File: src/tcgr_pkg.sv
// ----------------------------------------------------------------------------
// Text console glyph renderer package
// Shared constants, codes and the command and status types that join the
// controller to the datapath.
// ----------------------------------------------------------------------------
package tcgr_pkg;

	localparam int GLYPH_WIDTH = 8;
	localparam int GLYPH_WIDTH_SH = 3;

	localparam int DEF_GLYPH_COUNT = 256;
	localparam int DEF_GLYPH_HEIGHT = 16;
	localparam int DEF_MAX_LINE_PIXELS = 4096;

	localparam int CFG_IDX_W = 2;
	localparam int CFG_W = 32;
	localparam int GEOM_W = 13;
	localparam int COLOR_W = 32;
	localparam int OFFSET_W = 24;
	localparam int OP_W = 2;
	localparam int CHAR_W = 8;
	localparam int GROW_W = 4;
	localparam int BITS_W = 8;

	localparam int LINE_W = 8;
	localparam int MAX_LINES = 256;
	localparam int LINES_W = 9;
	localparam int RECIP_SHIFT = 18;

	localparam logic [GEOM_W-1:0] RST_LINE_PIXELS = 13'd640;
	localparam logic [GEOM_W-1:0] RST_SCREEN_HEIGHT = 13'd480;
	localparam logic [COLOR_W-1:0] RST_FG_COLOR = 32'h00FF_FFFF;
	localparam logic [COLOR_W-1:0] RST_BG_COLOR = 32'h0000_0000;

	localparam logic [CHAR_W-1:0] CHAR_NEWLINE = 8'd10;
	localparam logic [CHAR_W-1:0] CHAR_RETURN = 8'd13;

	typedef enum logic [OP_W-1:0] {
		OP_PRINT = 2'd0,
		OP_ERASE = 2'd1,
		OP_LOAD  = 2'd2
	} opcode_t;

	typedef enum logic [CFG_IDX_W-1:0] {
		REG_LINE_PIXELS   = 2'd0,
		REG_SCREEN_HEIGHT = 2'd1,
		REG_FG_COLOR      = 2'd2,
		REG_BG_COLOR      = 2'd3
	} reg_index_t;

	typedef enum logic [2:0] {
		KIND_NONE    = 3'd0,
		KIND_LOAD    = 3'd1,
		KIND_PRINT   = 3'd2,
		KIND_ERASE   = 3'd3,
		KIND_NEWLINE = 3'd4,
		KIND_RETURN  = 3'd5
	} kind_t;

	typedef struct packed {
		logic capture;
		logic decode;
		logic geom;
		logic move;
		logic yrow;
		logic base;
		logic issue;
	} cmd_t;

	typedef struct packed {
		kind_t kind;
		logic  issue_ok;
		logic  row_last;
	} status_t;

endpackage

File: src/tcgr_ctrl.sv
// ----------------------------------------------------------------------------
// Text console glyph renderer controller
// Sequences decode, geometry, cursor update, base address and row issue.
// ----------------------------------------------------------------------------
module tcgr_ctrl (
	input  logic              clk,
	input  logic              arst_n,
	input  logic              in_valid,
	output logic              in_ready,
	input  tcgr_pkg::status_t status,
	output tcgr_pkg::cmd_t    cmd
);
	import tcgr_pkg::*;

	typedef enum logic [6:0] {
		ST_IDLE   = 7'b000_0001,
		ST_DECODE = 7'b000_0010,
		ST_GEOM   = 7'b000_0100,
		ST_MOVE   = 7'b000_1000,
		ST_YROW   = 7'b001_0000,
		ST_BASE   = 7'b010_0000,
		ST_EMIT   = 7'b100_0000
	} state_t;

	state_t state_q;
	state_t state_d;

	always_ff @(posedge clk or negedge arst_n) begin
		if (!arst_n) begin
			state_q <= ST_IDLE;
		end else begin
			state_q <= state_d;
		end
	end

	assign in_ready = (state_q == ST_IDLE);

	always_comb begin
		state_d = state_q;
		cmd = '0;
		unique case (state_q)
			ST_IDLE: begin
				cmd.capture = in_valid;
				if (in_valid) begin
					state_d = ST_DECODE;
				end
			end
			ST_DECODE: begin
				cmd.decode = 1'b1;
				if (status.kind == KIND_LOAD || status.kind == KIND_NONE) begin
					state_d = ST_IDLE;
				end else begin
					state_d = ST_GEOM;
				end
			end
			ST_GEOM: begin
				cmd.geom = 1'b1;
				state_d = ST_MOVE;
			end
			ST_MOVE: begin
				cmd.move = 1'b1;
				if (status.kind == KIND_NEWLINE || status.kind == KIND_RETURN) begin
					state_d = ST_IDLE;
				end else begin
					state_d = ST_YROW;
				end
			end
			ST_YROW: begin
				cmd.yrow = 1'b1;
				state_d = ST_BASE;
			end
			ST_BASE: begin
				cmd.base = 1'b1;
				state_d = ST_EMIT;
			end
			ST_EMIT: begin
				cmd.issue = status.issue_ok;
				if (status.issue_ok && status.row_last) begin
					state_d = ST_IDLE;
				end
			end
			default: begin
				state_d = ST_IDLE;
			end
		endcase
	end

endmodule

File: config.mk
export PLATFORM = sky130hd
export DESIGN_NAME = tcgr_ctrl
export DESIGN_NICKNAME = d
export VERILOG_FILES = /design/src/tcgr_pkg.sv /design/src/tcgr_ctrl.sv
export SDC_FILE = /design/constraint.sdc
export NUM_CORES = 1
export LEC_CHECK = 0
export BUFFER_PORTS_ARGS = -buffer_cell sky130_fd_sc_hd__clkbuf_2
export CORE_AREA = 2 2 39 41
export CTS_CLUSTER_SIZE = 28
export DETAILED_ROUTE_END_ITERATION = 7
export DIE_AREA = 0 0 41 43
export GPL_TIMING_DRIVEN = 0
export PLACE_DENSITY = 0.64
export SLEW_MARGIN = 15
export SYNTH_ARGS = -nofsm -noshare
export SYNTH_HDL_FRONTEND = slang
export SYNTH_SLANG_ARGS = --single-unit
File: constraint.sdc
create_clock -name clk -period 2.15 [get_ports clk]
set_input_delay 0.43 -clock clk [delete_from_list [all_inputs] [get_ports clk]]
set_output_delay 0.43 -clock clk [all_outputs]
set_load 0.02 [all_outputs]
==> impl_metrics.toml, run 1 <==
[setup_path]
critical_path.reg2reg.endpoint = "state_q[0]"
required_time_of_the_worst_setup_path_ns = 1.72
critical_path_start_type = "flip-flop"
timing.critical_path.to_type = "primary output"
critical-path-max-stage-delay_ns = 0.46
regToRegStartpoint = "state_q[0]"
path_cells = "or2_4 > or4_4 > nor2_4 > and2_4 > clkbuf_8"
r2r_depth = 4
crit_path_max_delay_cell_type = "sky130_fd_sc_hd__or4_4"
category_of_the_most_critical_setup_path = "flip-flop to primary output"
regToRegSetupSlack_ns = 0.64
timing.critical_path.fanout_max = 4
timing.critical_path.arrival_ns = 1.78

[timing]
fmax_mhz = 453
final-max-slew-violation-count = 0
layout_setup_ws_ns = -0.0588
final.setup_skew_ns = 0.000552
worstMarginPinSlew_ns = 0.357
fin_setup_tns_ns = -0.0588
maxSlewHeadroom_pct = 76.0
min_period_over_period_pct = 103
whs_ns = 0.00950
period_minus_slack_ns = 2.21
setup_viol = 1
rsz0062_at_grt = "yes"
hold_viol_final = 0

[floorplanning]
core_um2 = 1380
initial_utilization_pct = 31.8
placement_row_count = 14
die_height_um = 43
fp.dieArea_um2 = 1760
boundaryPins = 16
fp.dieW_um = 41

[grt]
grt_first_pass_wirelength_mm = 1.63
grt_use_total_pct = 14.2
antenna_found_initial = 0
grt_max_degree = 10
globalRoute.totalOverflow = 0
grt_pass1_vias = 383

[status]
violated_checks = "negative setup slack"
status = "finished with violations"

[routing]
drt_first_iter_violations = 6
drc = 0
vias_per_cell = 5.38
drtPass1Iterations = 4
via_count = 430
count_of_antenna_violating_nets_left_after_detailed_routing = 0
finalWirelength_mm = 1.04
avgRoutedWirePerCell_um = 13.0

[run]
max-cap-violations = 0

[pwr]
p_switching_w = 0.000241
p_leak_nw = 0.293
internal_w = 0.000379
ir_worst_vdd_mv = 0.259
power_frac_seq_pct = 31.1
power.total_w = 0.000620
power.switching_fraction_pct = 38.8
power.share.clock_pct = 20.2
combPwrFrac_pct = 48.7
power.density_nw_per_um2 = 1040

[clock_tree]
clock_path_buffers = 2
cts_max_level = 1
cts-buffers-inserted = 3
worst_skew_pair.late_latency_ns = 0.25
tritoncts = "yes"
worst_setup_hold_path_clk_slew_ns = 0.06
cts_sinks = 7
clock_tree_root = "sky130_fd_sc_hd__clkbuf_4"

[final_layout]
largest_register = "state_q"
reg_top3 = "state_q: 7 flops"
post_route_utilization_pct = 43.1
layout.nets = 73
post_route_cells_drive_above_1_share_pct = 46.9
largest_reg_flops = 7
layout-area-overhead-vs-synth_pct = 35.5
fin_cells = 80
diodes = 0

[place]
place_inst = 74
buffer_ports.inserted = 14
gp_congestion = 0.701
place_hpwl_um = 692

[logic_synthesis]
ys_top_cells_by_count = "sky130_fd_sc_hd__dfrtp_1 (6), sky130_fd_sc_hd__nor3_1 (3)"
netlist_instances = 44
synthesis.area_um2 = 440
yosysMostFrequentCell = "sky130_fd_sc_hd__dfrtp_1"
synth-edff-count = 0
synth_top_area_share_pct = 34.1
synth.avg_cell_area_um2 = 10.0
ys_ff_latch = 7
synth_flop_cell = "sky130_fd_sc_hd__dfrtp_1"
yosys_warn_count = 0
synthArstFlopShare_pct = 100
synth_cell_type_count = 28
cells_taking_the_most_area_after_synthesis = "sky130_fd_sc_hd__dfrtp_1 (34%), sky130_fd_sc_hd__dfstp_2 (6.0%), sky130_fd_sc_hd__and4bb_2 (5.7%), sky130_fd_sc_hd__and4b_1 (4.5%), sky130_fd_sc_hd__nor3_1 (3.4%)"
synth_seq_area_share_pct = 40.1
postSynthNetCount = 52
area_leader_netlist = "sky130_fd_sc_hd__dfrtp_1"

[worst_hold_path]
min_path_type = "input pin to async pin"
layer usage:
layer	share of wire [%]	global-route usage (%)
met5	0	0
met1	49	17.2
met2	46	20.0
met4	1.3	10.0
met3	3.4	4.71
through the flow:
step | cell area, um^2 | setup slack, ns
2_1_floorplan | 440 | 0.0863
3_3_place_gp | 531 | 0.151
3_5_place_dp | 531 | 0.150
4_1_cts | 587 | -0.0567
5_1_grt | 597 | -0.0977
6_report | 597 | -0.0588
cells by family (layout without fill, tap and decap cells):
| family | Yosys count | count (layout) | synth area share [%] |
|---|---|---|---|
| AOI/OAI and AO/OA | 7 | 7 | 11.1 |
| xor gates and xnor gates | 1 | 1 | 1.99 |
| buffers and inverters | 0 | 20 | 0 |
| DFF | 7 | 7 | 40.1 |
| and+or+nand+nor | 29 | 29 | 46.9 |
cells in the final DEF, fill, tap and decap left out, types with 2 or more instances in the layout:
master,netlist,routed
sky130_fd_sc_hd__dfrtp_1,6,5
sky130_fd_sc_hd__and4b_1,2,2
sky130_fd_sc_hd__nand2_1,2,2
sky130_fd_sc_hd__and4bb_2,2,2
sky130_fd_sc_hd__clkbuf_4,0,3
sky130_fd_sc_hd__clkbuf_2,0,12
sky130_fd_sc_hd__nor2_1,2,2
sky130_fd_sc_hd__o21ai_0,2,2
sky130_fd_sc_hd__buf_4,0,3
sky130_fd_sc_hd__nor3b_1,2,2
sky130_fd_sc_hd__nor3_1,3,2
sky130_fd_sc_hd__nand2b_1,2,2
final cells by class:
cell class / count / area (um^2)
fillers: 144 / 787
clock buffers: 4 / 26.3
multi-input cells: 37 / 277
well taps: 16 / 20.0
repair buffers: 16 / 96.3
flip-flops and latches: 7 / 178
how the worst max path moves through the flow:
stage / from / endpoint / slack [ns]
finish: state_q[2] / cmd[6] / -0.06
global route: state_q[2] / cmd[6] / -0.1
CTS: state_q[2] / cmd[6] / -0.06
detailed placement: state_q[2] / cmd[6] / 0.15
global placement: state_q[2] / cmd[6] / 0.15
floorplan: state_q[2] / cmd[6] / 0.09
power by group through the flow:
| stage | registers [W] | logic, W | clock network (W) |
|---|---|---|---|
| 2_1_floorplan | 0.000186 | 0.000193 | 0 |
| 3_3_place_gp | 0.000195 | 0.000248 | 0 |
| 3_5_place_dp | 0.000195 | 0.000248 | 0 |
| 4_1_cts | 0.000189 | 0.000288 | 0.000128 |
| 5_1_grt | 0.000195 | 0.000329 | 0.000137 |
| 6_report | 0.000193 | 0.000302 | 0.000125 |
worst max-delay path: cells and delay by family (launching register included):
kind / cells / cell delay, ns
and+or+nand+nor: 4 / 1.00
DFF: 1 / 0.38
buffers and inverters: 1 / 0.13
repair_timing:
item,CTS,global route
hold buffers,0,0
endpoints found under the setup margin,3,5
buffers inserted,2,0
gates resized for setup,4,4
pin swaps,0,0
(Power assumes the default switching activity.)
==> run 2, diff against run 1 <==
ABC_AREA = 1   (was default)
PLACE_DENSITY = 0.69   (was 0.64)
SLEW_MARGIN = default   (was 15)
==> impl_metrics.toml, run 2 <==
[floorplanning]
fp.dieArea_um2 = 1760
core_um2 = 1380
boundaryPins = 16
initial_utilization_pct = 36.4
fp.dieW_um = 41
placement_row_count = 14
die_height_um = 43

[logic_synthesis]
synth_cell_type_count = 16
synth_seq_area_share_pct = 35.0
synthesis.area_um2 = 504
cells_taking_the_most_area_after_synthesis = "sky130_fd_sc_hd__dfrtp_1 (30%), sky130_fd_sc_hd__nor2_2 (11%), sky130_fd_sc_hd__nor2_1 (8.2%), sky130_fd_sc_hd__nand3_1 (7.9%), sky130_fd_sc_hd__nand2_1 (6.7%)"
yosys_warn_count = 0
synth_flop_cell = "sky130_fd_sc_hd__dfrtp_1"
synth-edff-count = 0
synthArstFlopShare_pct = 100
yosysMostFrequentCell = "sky130_fd_sc_hd__nor2_1"
area_leader_netlist = "sky130_fd_sc_hd__dfrtp_1"
ys_ff_latch = 7
synth_top_area_share_pct = 29.8
netlist_instances = 69
postSynthNetCount = 77
synth.avg_cell_area_um2 = 7.31
ys_top_cells_by_count = "sky130_fd_sc_hd__nor2_1 (11), sky130_fd_sc_hd__nand2_1 (9), sky130_fd_sc_hd__nor2_2 (9)"

[setup_path]
worst_path_dominant_cell_family = "simple AND/OR/NAND/NOR gates"
critical_path_start_type = "flip-flop"
worstSetupEndpoint = "cmd[6]"
path_cells = "nor2_4 > nand3_1 > nor3_1 > clkbuf_2"
critical-path-max-stage-delay_ns = 0.43
category_of_the_most_critical_setup_path = "flip-flop to primary output"
crit_buf_inv = 1
r2r_depth = 6
required_time_of_the_worst_setup_path_ns = 1.72
crit_path_max_delay_cell_type = "sky130_fd_sc_hd__dfrtp_1"
regToRegStartpoint = "state_q[0]"
timing.critical_path.arrival_ns = 1.37
timing.critical_path.to_type = "primary output"
timing.critical_path.fanout_max = 4
path_depth = 4
regToRegSetupSlack_ns = 0.97
critical_path.reg2reg.endpoint = "state_q[0]"
worstSetupStartpoint = "state_q[2]"

[status]
status = "complete, no violations"

[clock_tree]
post_cts.repair.setup_buffers = 0
cts-buffers-inserted = 3
worst_skew_pair.late_latency_ns = 0.25
cts_hold_repair.buffers = 0
clock_path_buffers = 2
clock_tree_root = "sky130_fd_sc_hd__clkbuf_4"
cts_max_level = 1
worst_setup_hold_path_clk_slew_ns = 0.05
cts_sinks = 7
tritoncts = "yes"
post_cts.resized_instances = 0

[final_layout]
layout-area-overhead-vs-synth_pct = 23.1
largest_register = "state_q"
post_route_utilization_pct = 44.8
reg_top3 = "state_q: 7 flops"
diodes = 0
layout.cells.most_common_list = "sky130_fd_sc_hd__clkbuf_2 (14), sky130_fd_sc_hd__nor2_1 (11), sky130_fd_sc_hd__nor2_2 (9), sky130_fd_sc_hd__nand2_1 (9), sky130_fd_sc_hd__nand3_1 (8)"
layout.nets = 96
post-route-cell-area_um2 = 621
post_route_cells_drive_above_1_share_pct = 44.8
largest_reg_flops = 7
most_frequent_standard_cell_in_the_layout_excluding_fill_and_tap_cells = "sky130_fd_sc_hd__clkbuf_2"

[timing]
rsz0062_at_grt = "no"
final-max-slew-violation-count = 0
maxSlewHeadroom_pct = 85.7
period_minus_slack_ns = 1.80
final.setup_skew_ns = 0.00270
min_period_over_period_pct = 83.7
hold_viol_final = 0
layout_setup_ws_ns = 0.350
fin_setup_tns_ns = 0
worstMarginPinSlew_ns = 0.213
fmax_mhz = 556
setup_viol = 0

[routing]
via_count = 487
drt_first_iter_violations = 14
count_of_antenna_violating_nets_left_after_detailed_routing = 0
drtPass1Iterations = 4
vias_per_cell = 4.73
finalWirelength_mm = 1.03
avgRoutedWirePerCell_um = 9.96
drc = 0

[place]
place_hpwl_um = 865
pre_cts_slack_ns = 0.611
post_dp_cell_area_um2 = 594
buffer_ports.inserted = 14
gp_congestion = 0.850

[pwr]
power.density_nw_per_um2 = 991
power.total_w = 0.000615
p_leak_nw = 0.350
ir_worst_vdd_mv = 0.605
combPwrFrac_pct = 48.1
p_switching_w = 0.000275
power.switching_fraction_pct = 44.7
internal_w = 0.000340
power_frac_seq_pct = 32.1
power.share.clock_pct = 19.9

[grt]
globalRoute.totalOverflow = 0
antenna_found_initial = 0
grt_use_total_pct = 16.0
grt_first_pass_wirelength_mm = 1.84
grt_max_degree = 10
grt_pass1_vias = 481

[run]
max-cap-violations = 0

[worst_hold_path]
min_path_type = "input pin to async pin"
[run 2: cell types whose count changed after synthesis, sizes merged, moves of 8 or more]
cell,delta
nand3,+10
nor2,+18
inv,+12
nand2,+8
[run 2: area by class of cell]
cell class                 instances  area [um^2]
fill                             144          763
multi-input combinational         50          283
sequential                         7          176
timing repair buffer              14         70.1
inverter                          12         45.0
clock buffer                       4         26.3
tap                               16         20.0
[run 2: cell families (layout without fill, tap and decap cells)]
kind of cell    after synthesis  in the layout  synth area share [%]
compound gates                2              2                  2.73
flops                         7              7                  35.0
simple gates                 48             48                  53.4
buf+inv                      12             30                  8.93
[run 2: stage by stage]
stage	cells	hold slack (ns)
global placement	99	0.278
global route	103	0.0122
detailed placement	99	0.279
floorplan	69	0.134
finish	103	0.00573
CTS	103	0.00714
[run 2: how the worst min path moves through the flow]
| stage | startpoint | end | slack [ns] | depth (start not counted) |
|---|---|---|---|---|
| global placement | arst_n | state_q[3] | 0.28 | 1 |
| detailed placement | arst_n | state_q[3] | 0.28 | 1 |
| floorplan | arst_n | state_q[1] | 0.13 | 0 |
| finish | arst_n | state_q[2] | 0.006 | 1 |
| CTS | arst_n | state_q[2] | 0.007 | 1 |
| global route | arst_n | state_q[2] | 0.01 | 1 |
[run 2: power by group through the flow]
stage,sequential (W),combinational [W],clock [W]
after detailed placement,0.000199,0.000300,0
after CTS,0.000197,0.000301,0.000124
after floorplan,0.000192,0.000236,0
after global placement,0.000197,0.000292,0
final,0.000197,0.000296,0.000122
after global routing,0.000202,0.000335,0.000133
[run 2: metal layers]
| metal | vias to the layer above | routed length, um | part of all wire [%] | GRT usage [%] |
|---|---|---|---|---|
| met5 | - | 0 | 0 | 0 |
| li1 | 253 | - | - | - |
| met4 | 0 | 34 | 3.3 | 12.0 |
| met3 | 4 | 57 | 5.6 | 3.14 |
| met1 | 209 | 434 | 42 | 18.0 |
| met2 | 21 | 500 | 49 | 25.0 |
==> run 3, diff against run 2 <==
PLACE_DENSITY = 0.72   (was 0.69)
clock period = 1.5 ns   (was 2.15 ns; I/O delays follow)
==> impl_metrics.toml, run 3 (synthesis results as in run 2) <==
[status]
status = "finished with violations"
violated_checks = "negative setup slack"

[timing]
setup_viol = 8
maxSlewHeadroom_pct = 86.2
rsz0062_at_grt = "yes"
fmax_mhz = 622
hold_viol_final = 0
layout_setup_ws_ns = -0.108
fin_setup_tns_ns = -0.566
min_period_over_period_pct = 107
worstMarginPinSlew_ns = 0.207
whs_ns = 0.341
period_minus_slack_ns = 1.61
final-max-slew-violation-count = 0
final.setup_skew_ns = 0.00109

[grt]
antenna_found_initial = 0
globalRoute.totalOverflow = 0
grt_first_pass_wirelength_mm = 1.87
grt_pass1_vias = 492
grt_use_total_pct = 15.7
grt_max_degree = 10

[final_layout]
largest_register = "state_q"
layout-area-overhead-vs-synth_pct = 59.8
most_frequent_standard_cell_in_the_layout_excluding_fill_and_tap_cells = "sky130_fd_sc_hd__nor2_1"
reg_top3 = "state_q: 7 flops"
layout.cells.most_common_list = "sky130_fd_sc_hd__nor2_1 (9), sky130_fd_sc_hd__nor2_2 (8), sky130_fd_sc_hd__nand2_1 (8), sky130_fd_sc_hd__buf_4 (8), sky130_fd_sc_hd__inv_1 (7)"
seq_area_um2 = 176
layout.nets = 105
diodes = 0
largest_reg_flops = 7
fillers = 124
multi_input_comb_area_um2 = 330
post_route_cells_drive_above_1_share_pct = 57.3

[setup_path]
timing.critical_path.to_type = "primary output"
category_of_the_most_critical_setup_path = "flip-flop to primary output"
critical_path_start_type = "flip-flop"
worstSetupStartpoint = "state_q[0]"
regToRegStartpoint = "state_q[0]"
required_time_of_the_worst_setup_path_ns = 1.20
timing.critical_path.arrival_ns = 1.31
timing.critical_path.fanout_max = 5

[routing]
avgRoutedWirePerCell_um = 11.0
vias_per_cell = 4.73
via_count = 530
drt_first_iter_violations = 5
drc = 0
drtPass1Iterations = 4
finalWirelength_mm = 1.23
count_of_antenna_violating_nets_left_after_detailed_routing = 0

[pwr]
p_leak_nw = 0.416
power.density_nw_per_um2 = 1350
ir_worst_vdd_mv = 1.13

[floorplanning]
placement_row_count = 14
core_um2 = 1380
boundaryPins = 16
fp.dieArea_um2 = 1760
fp.dieW_um = 41
initial_utilization_pct = 36.4
die_height_um = 43

[run]
max-cap-violations = 0

[clock_tree]
clock_tree_root = "sky130_fd_sc_hd__clkbuf_4"
cts-buffers-inserted = 3
cts_max_level = 1
cts_sinks = 7
tritoncts = "yes"
worst_skew_pair.late_latency_ns = 0.25
worst_setup_hold_path_clk_slew_ns = 0.06
clock_path_buffers = 2

[place]
gp_congestion = 0.831
place_hpwl_um = 804
buffer_ports.inserted = 14

[worst_hold_path]
min-delay-start = "in_valid"
min_path_type = "input pin to flip-flop"
==> run 3: cell count changes in the layout (fill, tap and decap cells not counted), sizes merged <==
| cell | delta |
|---|---|
| buf | +11 |
| clkbuf | -3 |
| dlygate4sd3 | +1 |
==> run 3: final cells by class <==
class | count | area share, %
timing repair buffer | 23 | 25.8
sequential | 7 | 21.9
clock buffer | 4 | 3.26
multi-input combinational | 50 | 41.0
inverter | 12 | 5.59
tap | 16 | 2.48
==> run 3: report_power, final <==
part	internal, W	switching [W]
clock network	0.000102	0.0000723
registers	0.000233	0.0000448
logic	0.000286	0.000348
==> run 3: per-layer routing <==
layer | wire (um) | up-vias | share of wire, % | GRT usage [%]
met1 | 510 | 246 | 42 | 17.9
met4 | 0 | 0 | 0 | 4.00
li1 | - | 271 | - | -
met3 | 54 | 0 | 4.4 | 4.71
met5 | 0 | - | 0 | 0
met2 | 662 | 13 | 54 | 26.9
==> run 3: worst max-delay path, stage by stage (launching register included) <==
cell and delay (ns):
sky130_fd_sc_hd__dfstp_2 0.58, sky130_fd_sc_hd__nor2_4 0.07, sky130_fd_sc_hd__nand2_4 0.10, sky130_fd_sc_hd__inv_2 0.04, sky130_fd_sc_hd__and3_4 0.14, sky130_fd_sc_hd__buf_8 0.12
==> run 3: worst paths after layout <==
kind,endpoint,slack [ns],depth (start not counted)
setup / recovery,cmd[0],-0.11,5
hold / removal,state_q[1],0.34,3
setup reg to reg,state_q[0],0.07,8
hold reg to reg,state_q[5],0.60,2
max in group asynchronous,state_q[0],0.84,2
min in group asynchronous,state_q[4],0.42,2
==> run 3: metrics by stage <==
step           cell area [um^2]  setup slack (ns)  power, W  util (%)  cells
2_1_floorplan               504            0.0433  0.000613         -     69
3_3_place_gp                594             0.154  0.000703      42.9     99
3_5_place_dp                594             0.137  0.000713      42.9     99
4_1_cts                     757            -0.102   0.00101      54.7    109
5_1_grt                     806            -0.171   0.00116      58.2    112
6_report                    806            -0.108   0.00109      58.2    112
==> run 3: repair_timing <==
item	in CTS	in global routing
setup buffers	5	3
pin swaps	4	6
resized for setup	19	9
endpoints found under the setup margin	8	8
endpoints found under the hold margin	6	0
hold buffers	1	0
